**src/rtl/wsh_pkg.sv**
```systemverilog
`timescale 1ns / 1ps
`default_nettype none
package wsh_pkg;

	localparam int unsigned PERIOD_W   = 16;
	localparam int unsigned PULSE_W    = 24;
	localparam int unsigned SPEED_W    = 26;
	localparam int unsigned RPM_W      = 16;
	localparam int unsigned DIST_W     = 40;
	localparam int unsigned CFG_W      = 16;
	localparam int unsigned CFG_IDX_W  = 1;

	localparam logic [PERIOD_W-1:0] TICK_MS       = 16'd1;
	localparam logic [PERIOD_W-1:0] PERIOD_MAX    = 16'hFFFF;
	localparam logic [CFG_W-1:0]    PERIMETER_RST = 16'd2073;
	localparam logic [CFG_W-1:0]    STALL_RST     = 16'd2000;
	localparam logic [9:0]          MM_PER_M      = 10'd1000;
	localparam logic [SPEED_W-1:0]  RPM_NUMER     = 26'd60000;

	localparam int unsigned DIV_STEPS = SPEED_W;
	localparam int unsigned DIV_CNT_W = $clog2(DIV_STEPS);

	localparam int unsigned QUEUE_DEPTH = 2;
	localparam int unsigned QPTR_W      = $clog2(QUEUE_DEPTH);

	localparam logic [CFG_IDX_W-1:0] CFG_PERIMETER = 1'd0;
	localparam logic [CFG_IDX_W-1:0] CFG_STALL     = 1'd1;

	typedef enum logic [1:0] {
		EV_FIRST = 2'd0,
		EV_REV   = 2'd1,
		EV_STALL = 2'd2
	} event_t;

	typedef enum logic [1:0] {
		B_IDLE,
		B_DIV,
		B_DONE
	} back_state_t;

	typedef struct packed {
		logic hall_level;
	} in_item_t;

	typedef struct packed {
		logic [1:0]          event_code;
		logic [PULSE_W-1:0]  pulse_count;
		logic [PERIOD_W-1:0] period_ms;
		logic [SPEED_W-1:0]  speed_mm_s;
		logic [RPM_W-1:0]    rev_per_min;
		logic [DIST_W-1:0]   distance_mm;
	} out_item_t;

	typedef struct packed {
		event_t              event_code;
		logic [PULSE_W-1:0]  pulse_count;
		logic [PERIOD_W-1:0] period_ms;
		logic [SPEED_W-1:0]  dividend;
		logic [DIST_W-1:0]   distance_mm;
	} job_t;

	typedef struct packed {
		logic push;
		job_t job;
	} push_t;

	typedef struct packed {
		logic empty;
		job_t job;
	} pop_t;

endpackage
`default_nettype wire

```
**src/rtl/wsh_stream_if.sv**
```systemverilog
`timescale 1ns / 1ps
`default_nettype none
interface wsh_stream_if #(
	parameter type payload_t = logic
);
	logic     valid;
	logic     ready;
	payload_t payload;

	modport source (output valid, output payload, input ready);
	modport sink (input valid, input payload, output ready);
endinterface
`default_nettype wire

```
**src/rtl/wheel_speed_from_hall_pulses.sv**
```systemverilog
`timescale 1ns / 1ps
`default_nettype none
// Wheel speedometer fed one active-low hall sample per millisecond tick. A
// sample that produces no result only updates the front's registers. A sample
// that ends a revolution is queued, and its speed and rpm are worked out by a
// bit-serial restoring divider; the back end pops it from the queue, runs the
// division and then loads the output register, and takes the next job only
// once that result has been loaded. First-detection and stall results need no
// division and go from the queue straight to the output register. A two-entry
// queue lets the front keep taking samples while the divider runs, so the
// input stalls only when two results are already waiting. After a stall stop
// the block ignores all samples until reset. Configuration writes take effect
// at once and are meant to be made while no transaction is in flight.
module wheel_speed_from_hall_pulses import wsh_pkg::*; (
	input  wire logic                  clk,
	input  wire logic                  arst_n,
	wsh_stream_if.sink                 hall,
	wsh_stream_if.source               result,
	input  wire logic                  cfg_we,
	input  wire logic [CFG_IDX_W-1:0]  cfg_index,
	input  wire logic [CFG_W-1:0]      cfg_data
);

	logic [CFG_W-1:0] perimeter_q;
	logic [CFG_W-1:0] stall_q;
	push_t            push;
	pop_t             head;
	logic             pop;
	logic             full;
	logic             accept;
	out_item_t        out_item;

	assign hall.ready     = !full;
	assign accept         = hall.valid && !full;
	assign result.payload = out_item;

	always_ff @(posedge clk or negedge arst_n) begin
		if (!arst_n) begin
			perimeter_q <= PERIMETER_RST;
			stall_q     <= STALL_RST;
		end else if (cfg_we) begin
			case (cfg_index)
				CFG_PERIMETER: perimeter_q <= cfg_data;
				CFG_STALL:     stall_q     <= cfg_data;
				default:       perimeter_q <= perimeter_q;
			endcase
		end
	end

	wsh_front u_front (
		.clk            (clk),
		.arst_n         (arst_n),
		.accept         (accept),
		.hall_level     (hall.payload.hall_level),
		.perimeter_mm   (perimeter_q),
		.stall_limit_ms (stall_q),
		.push           (push)
	);

	wsh_queue u_queue (
		.clk    (clk),
		.arst_n (arst_n),
		.push   (push),
		.pop    (pop),
		.head   (head),
		.full   (full)
	);

	wsh_back u_back (
		.clk       (clk),
		.arst_n    (arst_n),
		.head      (head),
		.pop       (pop),
		.out_valid (result.valid),
		.out_ready (result.ready),
		.out_item  (out_item)
	);

endmodule
`default_nettype wire

```
**src/rtl/wsh_front.sv**
```systemverilog
`timescale 1ns / 1ps
`default_nettype none
module wsh_front import wsh_pkg::*; (
	input  wire logic                clk,
	input  wire logic                arst_n,
	input  wire logic                accept,
	input  wire logic                hall_level,
	input  wire logic [CFG_W-1:0]    perimeter_mm,
	input  wire logic [CFG_W-1:0]    stall_limit_ms,
	output push_t                    push
);

	logic                started_q;
	logic                gap_seen_q;
	logic                halted_q;
	logic [PERIOD_W-1:0] period_q;
	logic [PULSE_W-1:0]  detections_q;
	logic [DIST_W-1:0]   travelled_q;

	logic [PERIOD_W:0]   period_sum;
	logic [PERIOD_W-1:0] period_next;
	logic                detect;
	logic [PULSE_W-1:0]  detections_inc;
	logic [DIST_W-1:0]   travelled_inc;
	logic [SPEED_W-1:0]  dividend;

	assign detect         = !hall_level;
	assign period_sum     = {1'b0, period_q} + {1'b0, TICK_MS};
	assign period_next    = !started_q ? period_q :
	                        period_sum[PERIOD_W] ? PERIOD_MAX : period_sum[PERIOD_W-1:0];
	assign detections_inc = detections_q + PULSE_W'(1);
	assign travelled_inc  = travelled_q + DIST_W'(perimeter_mm);
	assign dividend       = SPEED_W'(perimeter_mm) * SPEED_W'(MM_PER_M);

	always_ff @(posedge clk or negedge arst_n) begin
		if (!arst_n) begin
			started_q    <= 1'b0;
			gap_seen_q   <= 1'b0;
			halted_q     <= 1'b0;
			period_q     <= '0;
			detections_q <= '0;
			travelled_q  <= '0;
		end else if (accept && !halted_q) begin
			if (!detect) begin
				gap_seen_q <= 1'b1;
				period_q   <= period_next;
			end else if (!started_q) begin
				started_q    <= 1'b1;
				gap_seen_q   <= 1'b0;
				period_q     <= '0;
				detections_q <= detections_inc;
			end else if (!gap_seen_q) begin
				period_q <= period_next;
			end else begin
				gap_seen_q   <= 1'b0;
				detections_q <= detections_inc;
				if (period_next > stall_limit_ms) begin
					halted_q <= 1'b1;
					period_q <= period_next;
				end else begin
					travelled_q <= travelled_inc;
					period_q    <= '0;
				end
			end
		end
	end

	always_comb begin
		push.push            = 1'b0;
		push.job.event_code  = EV_FIRST;
		push.job.pulse_count = detections_inc;
		push.job.period_ms   = '0;
		push.job.dividend    = '0;
		push.job.distance_mm = travelled_q;
		if (accept && !halted_q && detect) begin
			if (!started_q) begin
				push.push = 1'b1;
			end else if (gap_seen_q) begin
				push.push          = 1'b1;
				push.job.period_ms = period_next;
				if (period_next > stall_limit_ms) begin
					push.job.event_code = EV_STALL;
				end else begin
					push.job.event_code  = EV_REV;
					push.job.dividend    = dividend;
					push.job.distance_mm = travelled_inc;
				end
			end
		end
	end

endmodule
`default_nettype wire

```
**src/rtl/wsh_queue.sv**
```systemverilog
`timescale 1ns / 1ps
`default_nettype none
module wsh_queue import wsh_pkg::*; (
	input  wire logic  clk,
	input  wire logic  arst_n,
	input  wire push_t push,
	input  wire logic  pop,
	output pop_t       head,
	output logic       full
);

	job_t              mem_q [QUEUE_DEPTH];
	logic [QPTR_W-1:0] wr_ptr_q;
	logic [QPTR_W-1:0] rd_ptr_q;
	logic [QPTR_W:0]   count_q;
	logic              do_push;
	logic              do_pop;

	assign full       = count_q == (QPTR_W+1)'(QUEUE_DEPTH);
	assign head.empty = count_q == '0;
	assign head.job   = mem_q[rd_ptr_q];
	assign do_push    = push.push && !full;
	assign do_pop     = pop && !head.empty;

	always_ff @(posedge clk) begin
		if (do_push) begin
			mem_q[wr_ptr_q] <= push.job;
		end
	end

	always_ff @(posedge clk or negedge arst_n) begin
		if (!arst_n) begin
			wr_ptr_q <= '0;
			rd_ptr_q <= '0;
			count_q  <= '0;
		end else begin
			if (do_push) begin
				wr_ptr_q <= wr_ptr_q + QPTR_W'(1);
			end
			if (do_pop) begin
				rd_ptr_q <= rd_ptr_q + QPTR_W'(1);
			end
			case ({do_push, do_pop})
				2'b10:   count_q <= count_q + (QPTR_W+1)'(1);
				2'b01:   count_q <= count_q - (QPTR_W+1)'(1);
				default: count_q <= count_q;
			endcase
		end
	end

endmodule
`default_nettype wire

```
**src/rtl/wsh_back.sv**
```systemverilog
`timescale 1ns / 1ps
`default_nettype none
module wsh_back import wsh_pkg::*; (
	input  wire logic  clk,
	input  wire logic  arst_n,
	input  wire pop_t  head,
	output logic       pop,
	output logic       out_valid,
	input  wire logic  out_ready,
	output out_item_t  out_item
);

	back_state_t          state_q;
	back_state_t          state_next;
	job_t                 job_q;
	logic [PERIOD_W-1:0]  divisor_q;
	logic [SPEED_W-1:0]   spd_dvd_q;
	logic [PERIOD_W-1:0]  spd_rem_q;
	logic [SPEED_W-1:0]   rpm_dvd_q;
	logic [PERIOD_W-1:0]  rpm_rem_q;
	logic [DIV_CNT_W-1:0] cnt_q;
	logic                 out_valid_q;
	out_item_t            out_q;

	logic [PERIOD_W:0]    spd_sh;
	logic [PERIOD_W:0]    rpm_sh;
	logic [PERIOD_W:0]    spd_diff;
	logic [PERIOD_W:0]    rpm_diff;
	logic                 spd_ge;
	logic                 rpm_ge;
	logic                 load;
	logic                 last_step;

	assign spd_sh    = {spd_rem_q, spd_dvd_q[SPEED_W-1]};
	assign rpm_sh    = {rpm_rem_q, rpm_dvd_q[SPEED_W-1]};
	assign spd_diff  = spd_sh - {1'b0, divisor_q};
	assign rpm_diff  = rpm_sh - {1'b0, divisor_q};
	assign spd_ge    = spd_sh >= {1'b0, divisor_q};
	assign rpm_ge    = rpm_sh >= {1'b0, divisor_q};
	assign last_step = cnt_q == DIV_CNT_W'(DIV_STEPS - 1);
	assign load      = (state_q == B_DONE) && (!out_valid_q || out_ready);
	assign out_valid = out_valid_q;
	assign out_item  = out_q;

	always_comb begin
		state_next = state_q;
		pop        = 1'b0;
		case (state_q)
			B_IDLE: begin
				if (!head.empty) begin
					pop        = 1'b1;
					state_next = (head.job.event_code == EV_REV) ? B_DIV : B_DONE;
				end
			end
			B_DIV: begin
				if (last_step) begin
					state_next = B_DONE;
				end
			end
			B_DONE: begin
				if (load) begin
					state_next = B_IDLE;
				end
			end
			default: state_next = B_IDLE;
		endcase
	end

	always_ff @(posedge clk or negedge arst_n) begin
		if (!arst_n) begin
			state_q     <= B_IDLE;
			out_valid_q <= 1'b0;
		end else begin
			state_q <= state_next;
			if (load) begin
				out_valid_q <= 1'b1;
			end else if (out_ready) begin
				out_valid_q <= 1'b0;
			end
		end
	end

	always_ff @(posedge clk) begin
		if (pop) begin
			job_q     <= head.job;
			divisor_q <= (head.job.period_ms == '0) ? PERIOD_W'(1) : head.job.period_ms;
			cnt_q     <= '0;
			spd_rem_q <= '0;
			rpm_rem_q <= '0;
			if (head.job.event_code == EV_REV) begin
				spd_dvd_q <= head.job.dividend;
				rpm_dvd_q <= RPM_NUMER;
			end else begin
				spd_dvd_q <= '0;
				rpm_dvd_q <= '0;
			end
		end else if (state_q == B_DIV) begin
			cnt_q     <= cnt_q + DIV_CNT_W'(1);
			spd_rem_q <= spd_ge ? spd_diff[PERIOD_W-1:0] : spd_sh[PERIOD_W-1:0];
			rpm_rem_q <= rpm_ge ? rpm_diff[PERIOD_W-1:0] : rpm_sh[PERIOD_W-1:0];
			spd_dvd_q <= {spd_dvd_q[SPEED_W-2:0], spd_ge};
			rpm_dvd_q <= {rpm_dvd_q[SPEED_W-2:0], rpm_ge};
		end
		if (load) begin
			out_q.event_code  <= job_q.event_code;
			out_q.pulse_count <= job_q.pulse_count;
			out_q.period_ms   <= job_q.period_ms;
			out_q.speed_mm_s  <= spd_dvd_q;
			out_q.rev_per_min <= rpm_dvd_q[RPM_W-1:0];
			out_q.distance_mm <= job_q.distance_mm;
		end
	end

endmodule
`default_nettype wire

```
**src/flat_wrapper.sv**
```systemverilog
// flat-port wrapper written by rule: the top's interface ports become plain ports
module wheel_speed_from_hall_pulses_flat import wsh_pkg::*;
  (clk, arst_n, cfg_we, cfg_index, cfg_data, hall_valid, hall_payload, hall_ready, result_valid, result_payload, result_ready);
  wsh_stream_if #(.payload_t(in_item_t)) hall_i ();
  wsh_stream_if #(.payload_t(out_item_t)) result_i ();
  input  wire logic clk;
  input  wire logic arst_n;
  input  wire logic cfg_we;
  input  wire logic [CFG_IDX_W-1:0] cfg_index;
  input  wire logic [CFG_W-1:0] cfg_data;
  input wire logic [$bits(hall_i.valid)-1:0] hall_valid;
  input wire logic [$bits(hall_i.payload)-1:0] hall_payload;
  output wire logic [$bits(hall_i.ready)-1:0] hall_ready;
  output wire logic [$bits(result_i.valid)-1:0] result_valid;
  output wire logic [$bits(result_i.payload)-1:0] result_payload;
  input wire logic [$bits(result_i.ready)-1:0] result_ready;
  assign hall_i.valid = hall_valid;
  assign hall_i.payload = hall_payload;
  assign hall_ready = hall_i.ready;
  assign result_valid = result_i.valid;
  assign result_payload = result_i.payload;
  assign result_i.ready = result_ready;
  wheel_speed_from_hall_pulses u_core (.clk(clk), .arst_n(arst_n), .hall(hall_i), .result(result_i), .cfg_we(cfg_we), .cfg_index(cfg_index), .cfg_data(cfg_data));
endmodule
```
**config.mk**
```make
export PLATFORM = sky130hd
export DESIGN_NAME = wheel_speed_from_hall_pulses_flat
export DESIGN_NICKNAME = d
export VERILOG_FILES = /design/src/rtl/wsh_pkg.sv /design/src/rtl/wsh_stream_if.sv /design/src/rtl/wheel_speed_from_hall_pulses.sv /design/src/rtl/wsh_front.sv /design/src/rtl/wsh_queue.sv /design/src/rtl/wsh_back.sv /design/src/flat_wrapper.sv
export SDC_FILE = /design/constraint.sdc
export NUM_CORES = 1
export LEC_CHECK = 0
export ABC_AREA = 1
export CAP_MARGIN = 20
export CORE_MARGIN = 2
export CORE_UTILIZATION = 50
export DETAILED_ROUTE_END_ITERATION = 10
export DONT_BUFFER_PORTS = 1
export GPL_TIMING_DRIVEN = 0
export PLACE_DENSITY = 0.64
export SYNTH_ARGS = -nofsm -noshare
export SYNTH_HDL_FRONTEND = slang
export SYNTH_SLANG_ARGS = --single-unit
```
**constraint.sdc**
```tcl
create_clock -name clk -period 15.45 [get_ports clk]
set_clock_uncertainty 0.1 [all_clocks]
set_input_delay 2.3175 -clock clk [delete_from_list [all_inputs] [get_ports clk]]
set_output_delay 2.3175 -clock clk [all_outputs]
set_load 0.03 [all_outputs]
```
* Word level (Yosys, flattened, before mapping)
Memories as Yosys holds them, arrays and structs flattened. Index checks and enable logic that the tools add are counted. W data, S select, Z words.
Storage, ports and cells: input bits 23, word-level logic and storage cells 121, memories kept 1, register bits after elaboration 433, output and inout bits 126, memory bits (writable) 216
Memory list:
- u_core.u_queue.mem_q | depth 2, bits a word 108, read ports 1, clocked after Yosys merged registers in 0, wr ports 1, RTL line wsh_queue.sv:12 | job_t mem_q [QUEUE_DEPTH];
Operators by class: equality and inequality tests 11, bitwise logic cells 3, reductions and logical operators 25, muxes and demuxes 38, $mul 1, add/sub/neg operators 10, order comparisons 3
Operator list (number):
- $mux W82 | 3
- $mux W16 | 9
- $mux W26 | 5
- $mux W66 | 1
- $mux W24 | 2
- $add A40 B16 Y40 | 1
- $ge A17 B16 Y1 | 2
- $sub A16 B16 Y16 | 2
- $add A24 B1 Y24 const B | 1
- $mul A16 B7 Y23 const B | 1
- $add A16 B1 Y17 const B | 1
- $gt A16 B16 Y1 | 1
- $logic_not A16 Y1 | 1
- $mux W2 | 6
- $reduce_and A5 Y1 | 2
- $mux W1 | 8
- $eq A2 B1 Y1 const B | 3
- $eq A2 B2 Y1 const B | 3
- $logic_and A1 B1 Y1 | 6
- $mux W3 | 2
- $ne A2 B2 Y1 const B | 3
- $pmux W2 S3 | 1
- $reduce_and A2 Y1 | 3
- $reduce_and A3 Y1 | 2
- 12 further kinds | 22

* Depth between registers and ports, before layout
Gate-level depths: netlist (run 1).
depth in word-level cells 11, mapped depth 23, gate-level depth less buffers 21

* Modules after synthesis
Synthesis (run 1) repeated with hierarchy kept, for this count alone.
Second synthesis, totals: cell total of the unflattened synthesis 3396, area, all modules 32595.0 sq um
By module, submodules not included:
- wsh_back | cells an instance 1135, area an instance 13168.9 sq um, sequential area each 9043.7 sq um, instances 1
- wsh_front | cells an instance 1522, area an instance 10028.4 sq um, sequential area each 2077.0 sq um, instances 1
- wsh_queue | cells an instance 596, area an instance 8054.0 sq um, sequential area each 6586.3 sq um, instances 1
- wheel_speed_from_hall_pulses | cells an instance 143, area an instance 1343.8 sq um, sequential area each 813.3 sq um, instances 1

* Worst setup path before layout (run 1)
Ideal clock, no wire load.
path type input -> register, start in result_ready, end reg u_core.u_back.out_q, in the netlist u_core.u_back.out_item[0], enable pin, required time 14.740 ns, data arrival time 7.495 ns, path slack 7.245 ns, buffers on the path 0, library setup time 0.610 ns, cell stages on the path 2, cells stage by stage nor2_1 -> nor2_1
On the way: longest elaborated chain between the ends 2
RTL lines:
- start: declaration | RTL line flat_wrapper.sv:16 | input wire logic [$bits(result_i.ready)-1:0] result_ready;
- $logic_or A1 B1 Y1 | RTL line wsh_back.sv:41 | assign load = (state_q == B_DONE) && (!out_valid_q || out_ready);
- $logic_and A1 B1 Y1 | RTL line wsh_back.sv:41
- via u_core.u_back.load | RTL line wsh_back.sv:31 | logic load;
- end: declaration | RTL line wsh_back.sv:23 | out_item_t out_q;
The timed path passes the listed nets, and every way through them passes these cells. A chain may end at the register's enable or synchronous reset.

==> impl_results.md, run 1 <==
- Wirelength, routed: 71,780 µm
- CP Launch Type: register
- Critical path's top delay family: adder cells
- CP Cell Sequence: inv_1 -> fa_1 -> fa_1 -> inv_1 -> fa_1 -> inv_1 -> fa_1 -> inv_1 -> ha_1 -> nand2_1 -> inv_1 -> nand3_1 -> nor3_1 -> nand4_1 -> nand3_1 -> nand2_1 -> nand2_1 -> nor2_1
- Final #Nets: 3,518
- Critical Path Max Stage Delay: 0.59 ns
- Critical path buffers and inverters: 5
- Top post-synthesis cells by area: edfxtp_1, nand2_1, dfrtp_1
- Period minus WS final: 4.828 ns
- Initial core utilization: 50.26%
- Most common flop cell mapped by yosys: edfxtp_1
- Layout cell share with drive strength beyond 1: 6.374%
- Commonest non-fill, non-tap cell in the layout: nand2_1
- N_diodes: 0
- Number of flops mapped to enable cells by yosys: between 400 and 500
- WP data required: between 15 and 20 ns
- Part of the cycle the worst path needs: 31.25%
- Setup crit end kind: register
- Initial antenna violation count: 0
- Number of I/O pins: 149
- CTS tree: built
- Syn Nets: roughly 3,400
- FILL cells: 5,446
- Peak Freq: between 200 and 250 MHz
- Final worst slack: 10.62 ns
- Switching part of the total: 37.35%
- Avg Inst Size Synth: between 9 and 10 µm²
- Number of synthesized register bits: 643
- CTS Buf Count: 69
- Pwr Density: 184.5 nW/µm²
- Routed vias: 21,640
- Setup CP Type: reg -> reg
- Fin cells: approximately 4,200
- # setup viols final: 0
- Psw: approximately 2400 µW
- Area growth, synth to finish: 11.68%
- Critical Path Slowest Stage Cell: dfstp_2
- Global-route wire length before repair: 113,800 µm
- Drt initial violations: 1,646
- Avg Vias per Cell: about 5.1
- Sequential group share of total power: ~43%
- Total congestion overflow: 0
- Internal Power: roughly 4100 µW
- Worst min-delay path category: reg -> reg
- HPWL Detailed: 53,880 µm
- Synth top area share: 46.10%
- Combinational fraction of design power: 30.8%
- H-tree level count: 3
- R2r worst-path depth: 18
- Hold-fix buffers, CTS: 0
- Seq/Total Area, Yosys: around three fifths
- Cell count after synthesis: 3,232
- Final Max Slew Viols: 0
- Worst path arrival time: ~5 ns
- Crit-path most repeated cell: inv_1
- Outcome: finished, final reports clean
- Maximum buffer depth of the clock tree: 3
- Vias in the first global route: ~21,000
- # rows: 92
- Synth unique cells: 49
- Post-Syn Area: approximately 32,000 µm²
- Hold Path Depth: 0
- Async SR Flop Fraction: a little under a fifth
- # placed instances: 4,092
- First drt pass iteration count: 5
- Hold Violations, Final: 0
- Max_slew headroom: approximately two fifths
- Die Wd: 255.1 µm
- Height of the die: 255.1 µm
- Clock network power share: 25.9%
- RSZ-0062 raised after global routing: no
- Crit path depth: 18
- Commonest cells after routing, fill and taps aside: nand2_1, edfxtp_1, inv_1
- Clock Latency Late Sink: 0.61 ns
- Clock Pin Slew Worst Setup and Hold Paths: 0.06 ns
- Pre-CTS WS: 10.57 ns
- Crit path max fanout: 5
- Clk sinks: roughly 640
- Max cap viols: 0
- Synthesis warning total: 0
- Peak VDD IR: 0.1211 mV
- DRC: 0
- Antenna viol nets, final: 0
- Resize count post-CTS: 0
- Die area: 65,080 µm²
- Largest net degree at the start of global routing: 123
- Fin Setup TNS: 0 ns
- Worst-Margin Slew: 0.9248 ns
- Post-CTS setup buffer count: 0
- Port bufs: 0
- Yosys top cell by area: edfxtp_1
- Placer Congestion: roughly 0.94
- Gr usage total: 22.55%
- Root Driver: clkbuf_16
- Lkg Pwr: 0.01554 µW
- Wire length per cell: around 17 µm
- Core box area: approximately 63,000 µm²
## power by group through the flow
stage,sequential (µW),combinational (µW),clock (µW)
after floorplan,2810,1450,0
after global routing,2850,2280,1790
final,2810,2000,1680
after detailed placement,2850,2020,0
after global placement,2920,1930,0
after CTS,2820,2030,1730
## registers in the layout (all words and copies together) (netlist names), 16 cells and up
register / cells
u_core.u_queue.mem_q: 210
u_core.u_back.spd_dvd_q: 26
u_core.u_back.spd_rem_q: 16
u_core.u_back.rpm_rem_q: 16
u_core.u_back.divisor_q: 16
u_core.u_back.out_item: 124
u_core.u_front.detections_q: 24
u_core.u_back.job_q: 82
u_core.u_front.travelled_q: 40
u_core.stall_q: 16
u_core.perimeter_q: 16
u_core.u_back.rpm_dvd_q: 26
u_core.u_front.period_q: 16
## worst reg2reg max path, cell delays in order, from the launching register on
cell and delay (ns):
dfstp_2 0.59, inv_1 0.17, fa_1 0.49, fa_1 0.51
inv_1 0.05, fa_1 0.52, inv_1 0.06, fa_1 0.50
inv_1 0.04, ha_1 0.38, nand2_1 0.09, inv_1 0.08
nand3_1 0.12, nor3_1 0.37, nand4_1 0.13, nand3_1 0.13
nand2_1 0.06, nand2_1 0.08, nor2_1 0.06
## cells in the mapped netlist, types with 3 or more instances
cell and instances:
o21ai_0 125, nor4_1 6, nand3_1 160, a21o_1 4
o21ai_2 3, or2_2 5, xnor2_1 38, xor2_1 40
inv_2 9, o21bai_1 4, nand2_2 4, dfxtp_1 37
ha_1 121, mux2i_1 23, nor3_1 36, dfrtp_1 112
buf_6 5, buf_1 5, inv_1 404, dfstp_2 10
o21a_1 6, edfxtp_1 484, fa_1 57, clkbuf_1 27
a31oi_1 3, nor2_1 207, nand4_1 26, nand2_1 1130
buf_2 33, nand3b_1 18, a21oi_1 57, nor2_2 4
nand2_4 5
## cell families after synthesis
| group | count (synthesis) | synth area share [%] |
|---|---|---|
| DFF | 643 | 58.17 |
| adders and majority gates | 178 | 8.421 |
| and+or+nand+nor | 1614 | 20.92 |
| xor gates and xnor gates | 78 | 2.167 |
| buffers and inverters | 488 | 6.088 |
| muxes | 23 | 0.7302 |
| AOI/OAI and AO/OA | 208 | 3.504 |
## per-stage QoR
step / utilization [%] / hold slack (ns) / instance area, µm² / total power (µW)
after CTS: 56.13 / 0.3150 / 35210 / 6578
after detailed placement: 52.43 / 0.3045 / 32890 / 4867
after floorplan: - / 0.3003 / 31530 / 4258
after global placement: 51.94 / 0.3029 / 32590 / 4846
final: 56.13 / 0.3166 / 35210 / 6498
after global routing: 56.13 / 0.3223 / 35210 / 6919
## metal layers
metal	vias to the layer above	track usage, %	wire (µm)	part of all wire (%)
met4	0	7.953	2307	3.2
met1	10370	31.13	32530	45
met2	503	36.50	33850	47
met5	-	0	0	0
li1	10650	-	-	-
met3	120	3.387	3102	4.3
## final timing paths
kind                                                        to               startpoint  slack (ns)
worst max register to register     u_core.u_queue.mem_q[1][63]   u_core.perimeter_q[11]       10.62
min in group asynchronous       u_core.u_front.detections_q[6]                   arst_n        1.31
max in group asynchronous                    u_core.stall_q[8]                   arst_n       13.59
worst max-delay path               u_core.u_queue.mem_q[1][63]   u_core.perimeter_q[11]       10.62
worst min register to register      u_core.u_back.out_item[15]  u_core.u_back.job_q[15]        0.32
worst min-delay path                u_core.u_back.out_item[15]  u_core.u_back.job_q[15]        0.32
## final cells by class
cell class                      instances  area [µm²]  area share [%]
Sequential cell                       643       18340           52.09
Multi-Input combinational cell       2101       11290           32.07
Clock buffer                           87        1847           5.245
Inverter                              416        1563           4.438
Tap cell                              846        1059           3.006
Clock inverter                         40       473.0           1.343
Buffer                                 72       357.8           1.016
Timing Repair Buffer                   14       280.3          0.7960
Note: power is estimated with default switching activity, not from simulation.
==> inputs of run 2 (changes only) <==
Settings changed: ABC_AREA 1 to 0, PLACE_DENSITY 0.64 to 0.67.
Clock period 15.45 ns to 4.15 ns, I/O delays scaled along.
==> run 2 against run 1 <==
Effect of this change:
- the flow now finishes with violations (setup timing)
- sequential power grew to 4.1 times the previous value
- flip-flop and latch count unchanged
- global-route usage shrank 2.1 points
- count of clock-buffer cells in the layout is 8 higher
- combinational power rose to 5.6 times the previous value
- core utilization increased by 3.3 points
- hold slack got worse by 0.28 ns
- wire length down 14%
- register-to-register slack worse by 11 ns
- final cell count decreased by 26%
- via count shrank 21%
- critical path type unchanged
- largest cell class unchanged
==> impl_results.md, run 2 <==
- Part of the cycle the worst path needs: 113.6% (+82 points)
- Wirelength, routed: 61,620 µm (-14%)
- Core box area: 57,810 µm² (-7.9%)
- Final Max Slew Viols: 0 (unchanged)
- CTS Buf Count: 68 (-1.4%)
- Top post-synthesis cells by area: edfxtp_1, dfrtp_1, ha_1
- Peak Freq: 212.1 MHz (+2.4%)
- Crit path max fanout: 4 (-1)
- H-tree level count: 3 (unchanged)
- Commonest non-fill, non-tap cell in the layout: edfxtp_1
- # setup viols final: 98 (+98)
- Worst path arrival time: 4.97 ns (-0.09 ns)
- Antenna viol nets, final: 0 (unchanged)
- RSZ-0062 raised after global routing: yes
- Initial antenna violation count: 1 (+1)
- Max cap viols: 0 (unchanged)
- Final instance area: 34,380 µm² (-2.4%)
- # rows: 88 (-4.3%)
- Port bufs: 0 (unchanged)
- Hold Violations, Final: 0 (unchanged)
- Cell count after synthesis: 2,139 (-34%)
- First drt pass iteration count: 5 (unchanged)
- Die Wd: 246.1 µm (-3.5%)
- DRC: 0 (unchanged)
- CTS tree: built
- Wire length per cell: 19.74 µm (+16%)
- Clock Latency Late Sink: 0.60 ns (about the same)
- Initial core utilization: 50.72% (+0.46 points)
- WP data required: 4.40 ns (-11.29 ns)
- Global-route wire length before repair: 96,140 µm (-16%)
- Area growth, synth to finish: 17.26%
- Number of synthesized register bits: 643 (unchanged)
- Die area: 60,590 µm² (-6.9%)
- Fin cells: 3,121 (-26%)
- Number of flops mapped to enable cells by yosys: 484 (unchanged)
- Clock Pin Slew Worst Setup and Hold Paths: 0.06 ns (about the same)
- Synthesis warning total: 0 (unchanged)
- Post-Syn Area: 29,320 µm² (-7.0%)
- Lkg Pwr: 0.01353 µW (-13%)
- Synth top area share: 49.58% (+3.5 points)
- Height of the die: 246.1 µm (-3.5%)
- Yosys top cell by area: edfxtp_1
- Top-count cell post-synth: edfxtp_1
- Failing checks: setup timing
- # placed instances: 2,916 (-29%)
- Reg with most FFs: u_core.u_queue.mem_q
- Most common flop cell mapped by yosys: edfxtp_1
- Max_slew headroom: 41.05% (+2.7 points)
- Setup CP Type: reg -> reg
- Root Driver: clkbuf_16
- HPWL Detailed: 42,280 µm (-22%)
- Syn Nets: 2,340 (-32%)
- Pre-CTS WS: -1.033 ns (-11.61 ns)
- Hold Path Depth: 1 (+1)
- Worst min-delay path category: in -> reg
- Max reg flops: 210 (unchanged)
- Outcome: finished with violations
- Avg Inst Size Synth: 13.71 µm² (+40%)
- Routed vias: 17,110 (-21%)
- Maximum buffer depth of the clock tree: 3 (unchanged)
- Layout cell share with drive strength beyond 1: 20.88% (+15 points)
- Period minus WS final: 4.715 ns (-0.1126 ns)
- Fin Setup TNS: -22.82 ns (-22.82 ns)
- Gr usage total: 20.41% (-2.1 points)
- CP Launch Type: register
- Synth unique cells: 73 (+49%)
- Async SR Flop Fraction: 18.97% (unchanged)
- Clk sinks: 643 (unchanged)
- Largest net degree at the start of global routing: 123 (unchanged)
- Final worst slack: -0.5655 ns (-11.19 ns)
- Seq/Total Area, Yosys: 62.56% (+4.4 points)
- Pwr Density: 832.5 nW/µm² (+350%)
- Vias in the first global route: 17,370 (-18%)
- Setup crit end kind: register
- Placer Congestion: 0.8883 (-5.0%)
- Commonest cells after routing, fill and taps aside: edfxtp_1, nand2_1, inv_1
- List of most frequent post-synthesis cells: edfxtp_1, nand2_1, inv_1
- R2r worst-path depth: 15 (-3)
- Final #Nets: 2,502 (-29%)
- Post-place instance area: 30,700 µm² (-6.7%)
- Drt initial violations: 1,175 (-29%)
- Peak VDD IR: 0.8545 mV (+610%)
- Number of I/O pins: 149 (unchanged)
- Avg Vias per Cell: 5.483 (+6.9%)
- Worst-Margin Slew: 0.8843 ns (-0.04050 ns)
- Total congestion overflow: 0 (unchanged)
- N_diodes: 0 (unchanged)
[run 2: what timing repair did]
item                                    in CTS  in global routing
pin swaps                                   41                 43
endpoints found under the setup margin     187                171
setup buffers                               57                 24
cloned                                       1                  1
resized for setup                           86                115
hold buffers                                 2                  0
hold endpoints to repair                   122                  0
[run 2: kinds of logic (layout without fill, tap and decap cells)]
logic type,after synthesis,after routing,share of synthesized area [%]
muxes,169,169,6.269
xor gates and xnor gates,157,157,4.690
buffers and inverters,213,430,2.817
DFF,643,643,62.56
adders and majority gates,178,178,9.056
AOI/OAI and AO/OA,314,314,6.713
and+or+nand+nor,465,465,7.896
[run 2: layer usage]
layer / part of all wire, % / vias up / GRT usage (%)
met1: 44 / 8576 / 27.64
met2: 49 / 398 / 33.46
met4: 2.0 / 2 / 6.078
li1: - / 8053 / -
met5: 0.021 / - / 0
met3: 5.2 / 84 / 3.976
[run 2: through the flow]
stage | total power (µW) | utilization (%) | hold slack (ns)
after floorplan | 18410 | - | 0.2269
after detailed placement | 21030 | 53.11 | 0.2366
final | 28620 | 59.47 | 0.03493
after CTS | 28400 | 58.43 | 0.002968
after global routing | 30330 | 59.47 | 0.01796
after global placement | 20450 | 52.65 | 0.2364
[run 2: cell type report]
type                            instances  area (µm²)
Sequential cell                       643       18350
Inverter                              149       586.8
Tap cell                              765       957.2
Timing Repair Buffer                   94        1041
Clock buffer                           95        1938
Clock inverter                         30       284.0
Buffer                                 62       301.5
Multi-Input combinational cell       1283       10910
Fill cell                            4407       23430
[run 2: path summary, 6_finish.rpt]
kind	from	end	slack, ns
hold / removal	hall_payload	u_core.u_front.started_q	0.03
min in group asynchronous	arst_n	u_core.u_front.period_q[12]	0.51
hold reg to reg	u_core.u_back.job_q[95]	u_core.u_back.out_item[111]	0.32
setup reg to reg	u_core.perimeter_q[0]	u_core.u_queue.mem_q[0][63]	-0.57
max in group asynchronous	arst_n	u_core.u_front.detections_q[22]	2.81
setup / recovery	u_core.perimeter_q[0]	u_core.u_queue.mem_q[0][63]	-0.57
[run 2: power breakdown]
group          total [µW]  leakage [µW]  switching (µW)  internal [µW]
registers           11500       0.00645            1890           9620
logic               11100       0.00600            6260           4840
clock network        6010       0.00108            2480           3540
total               28600        0.0135           10600          18000
[run 2: worst max-delay path: stages (launching register included)]
cell and delay, ns:
dfstp_2 0.61, fa_1 0.44, fa_1 0.50, inv_1 0.05, fa_1 0.45, fa_1 0.50, inv_2 0.05, ha_4 0.27
o21ai_2 0.05, o211ai_1 0.32, a41oi_2 0.20, o21ba_4 0.26, o311a_1 0.31, o21bai_1 0.16, xnor2_1 0.13, nor2_1 0.06
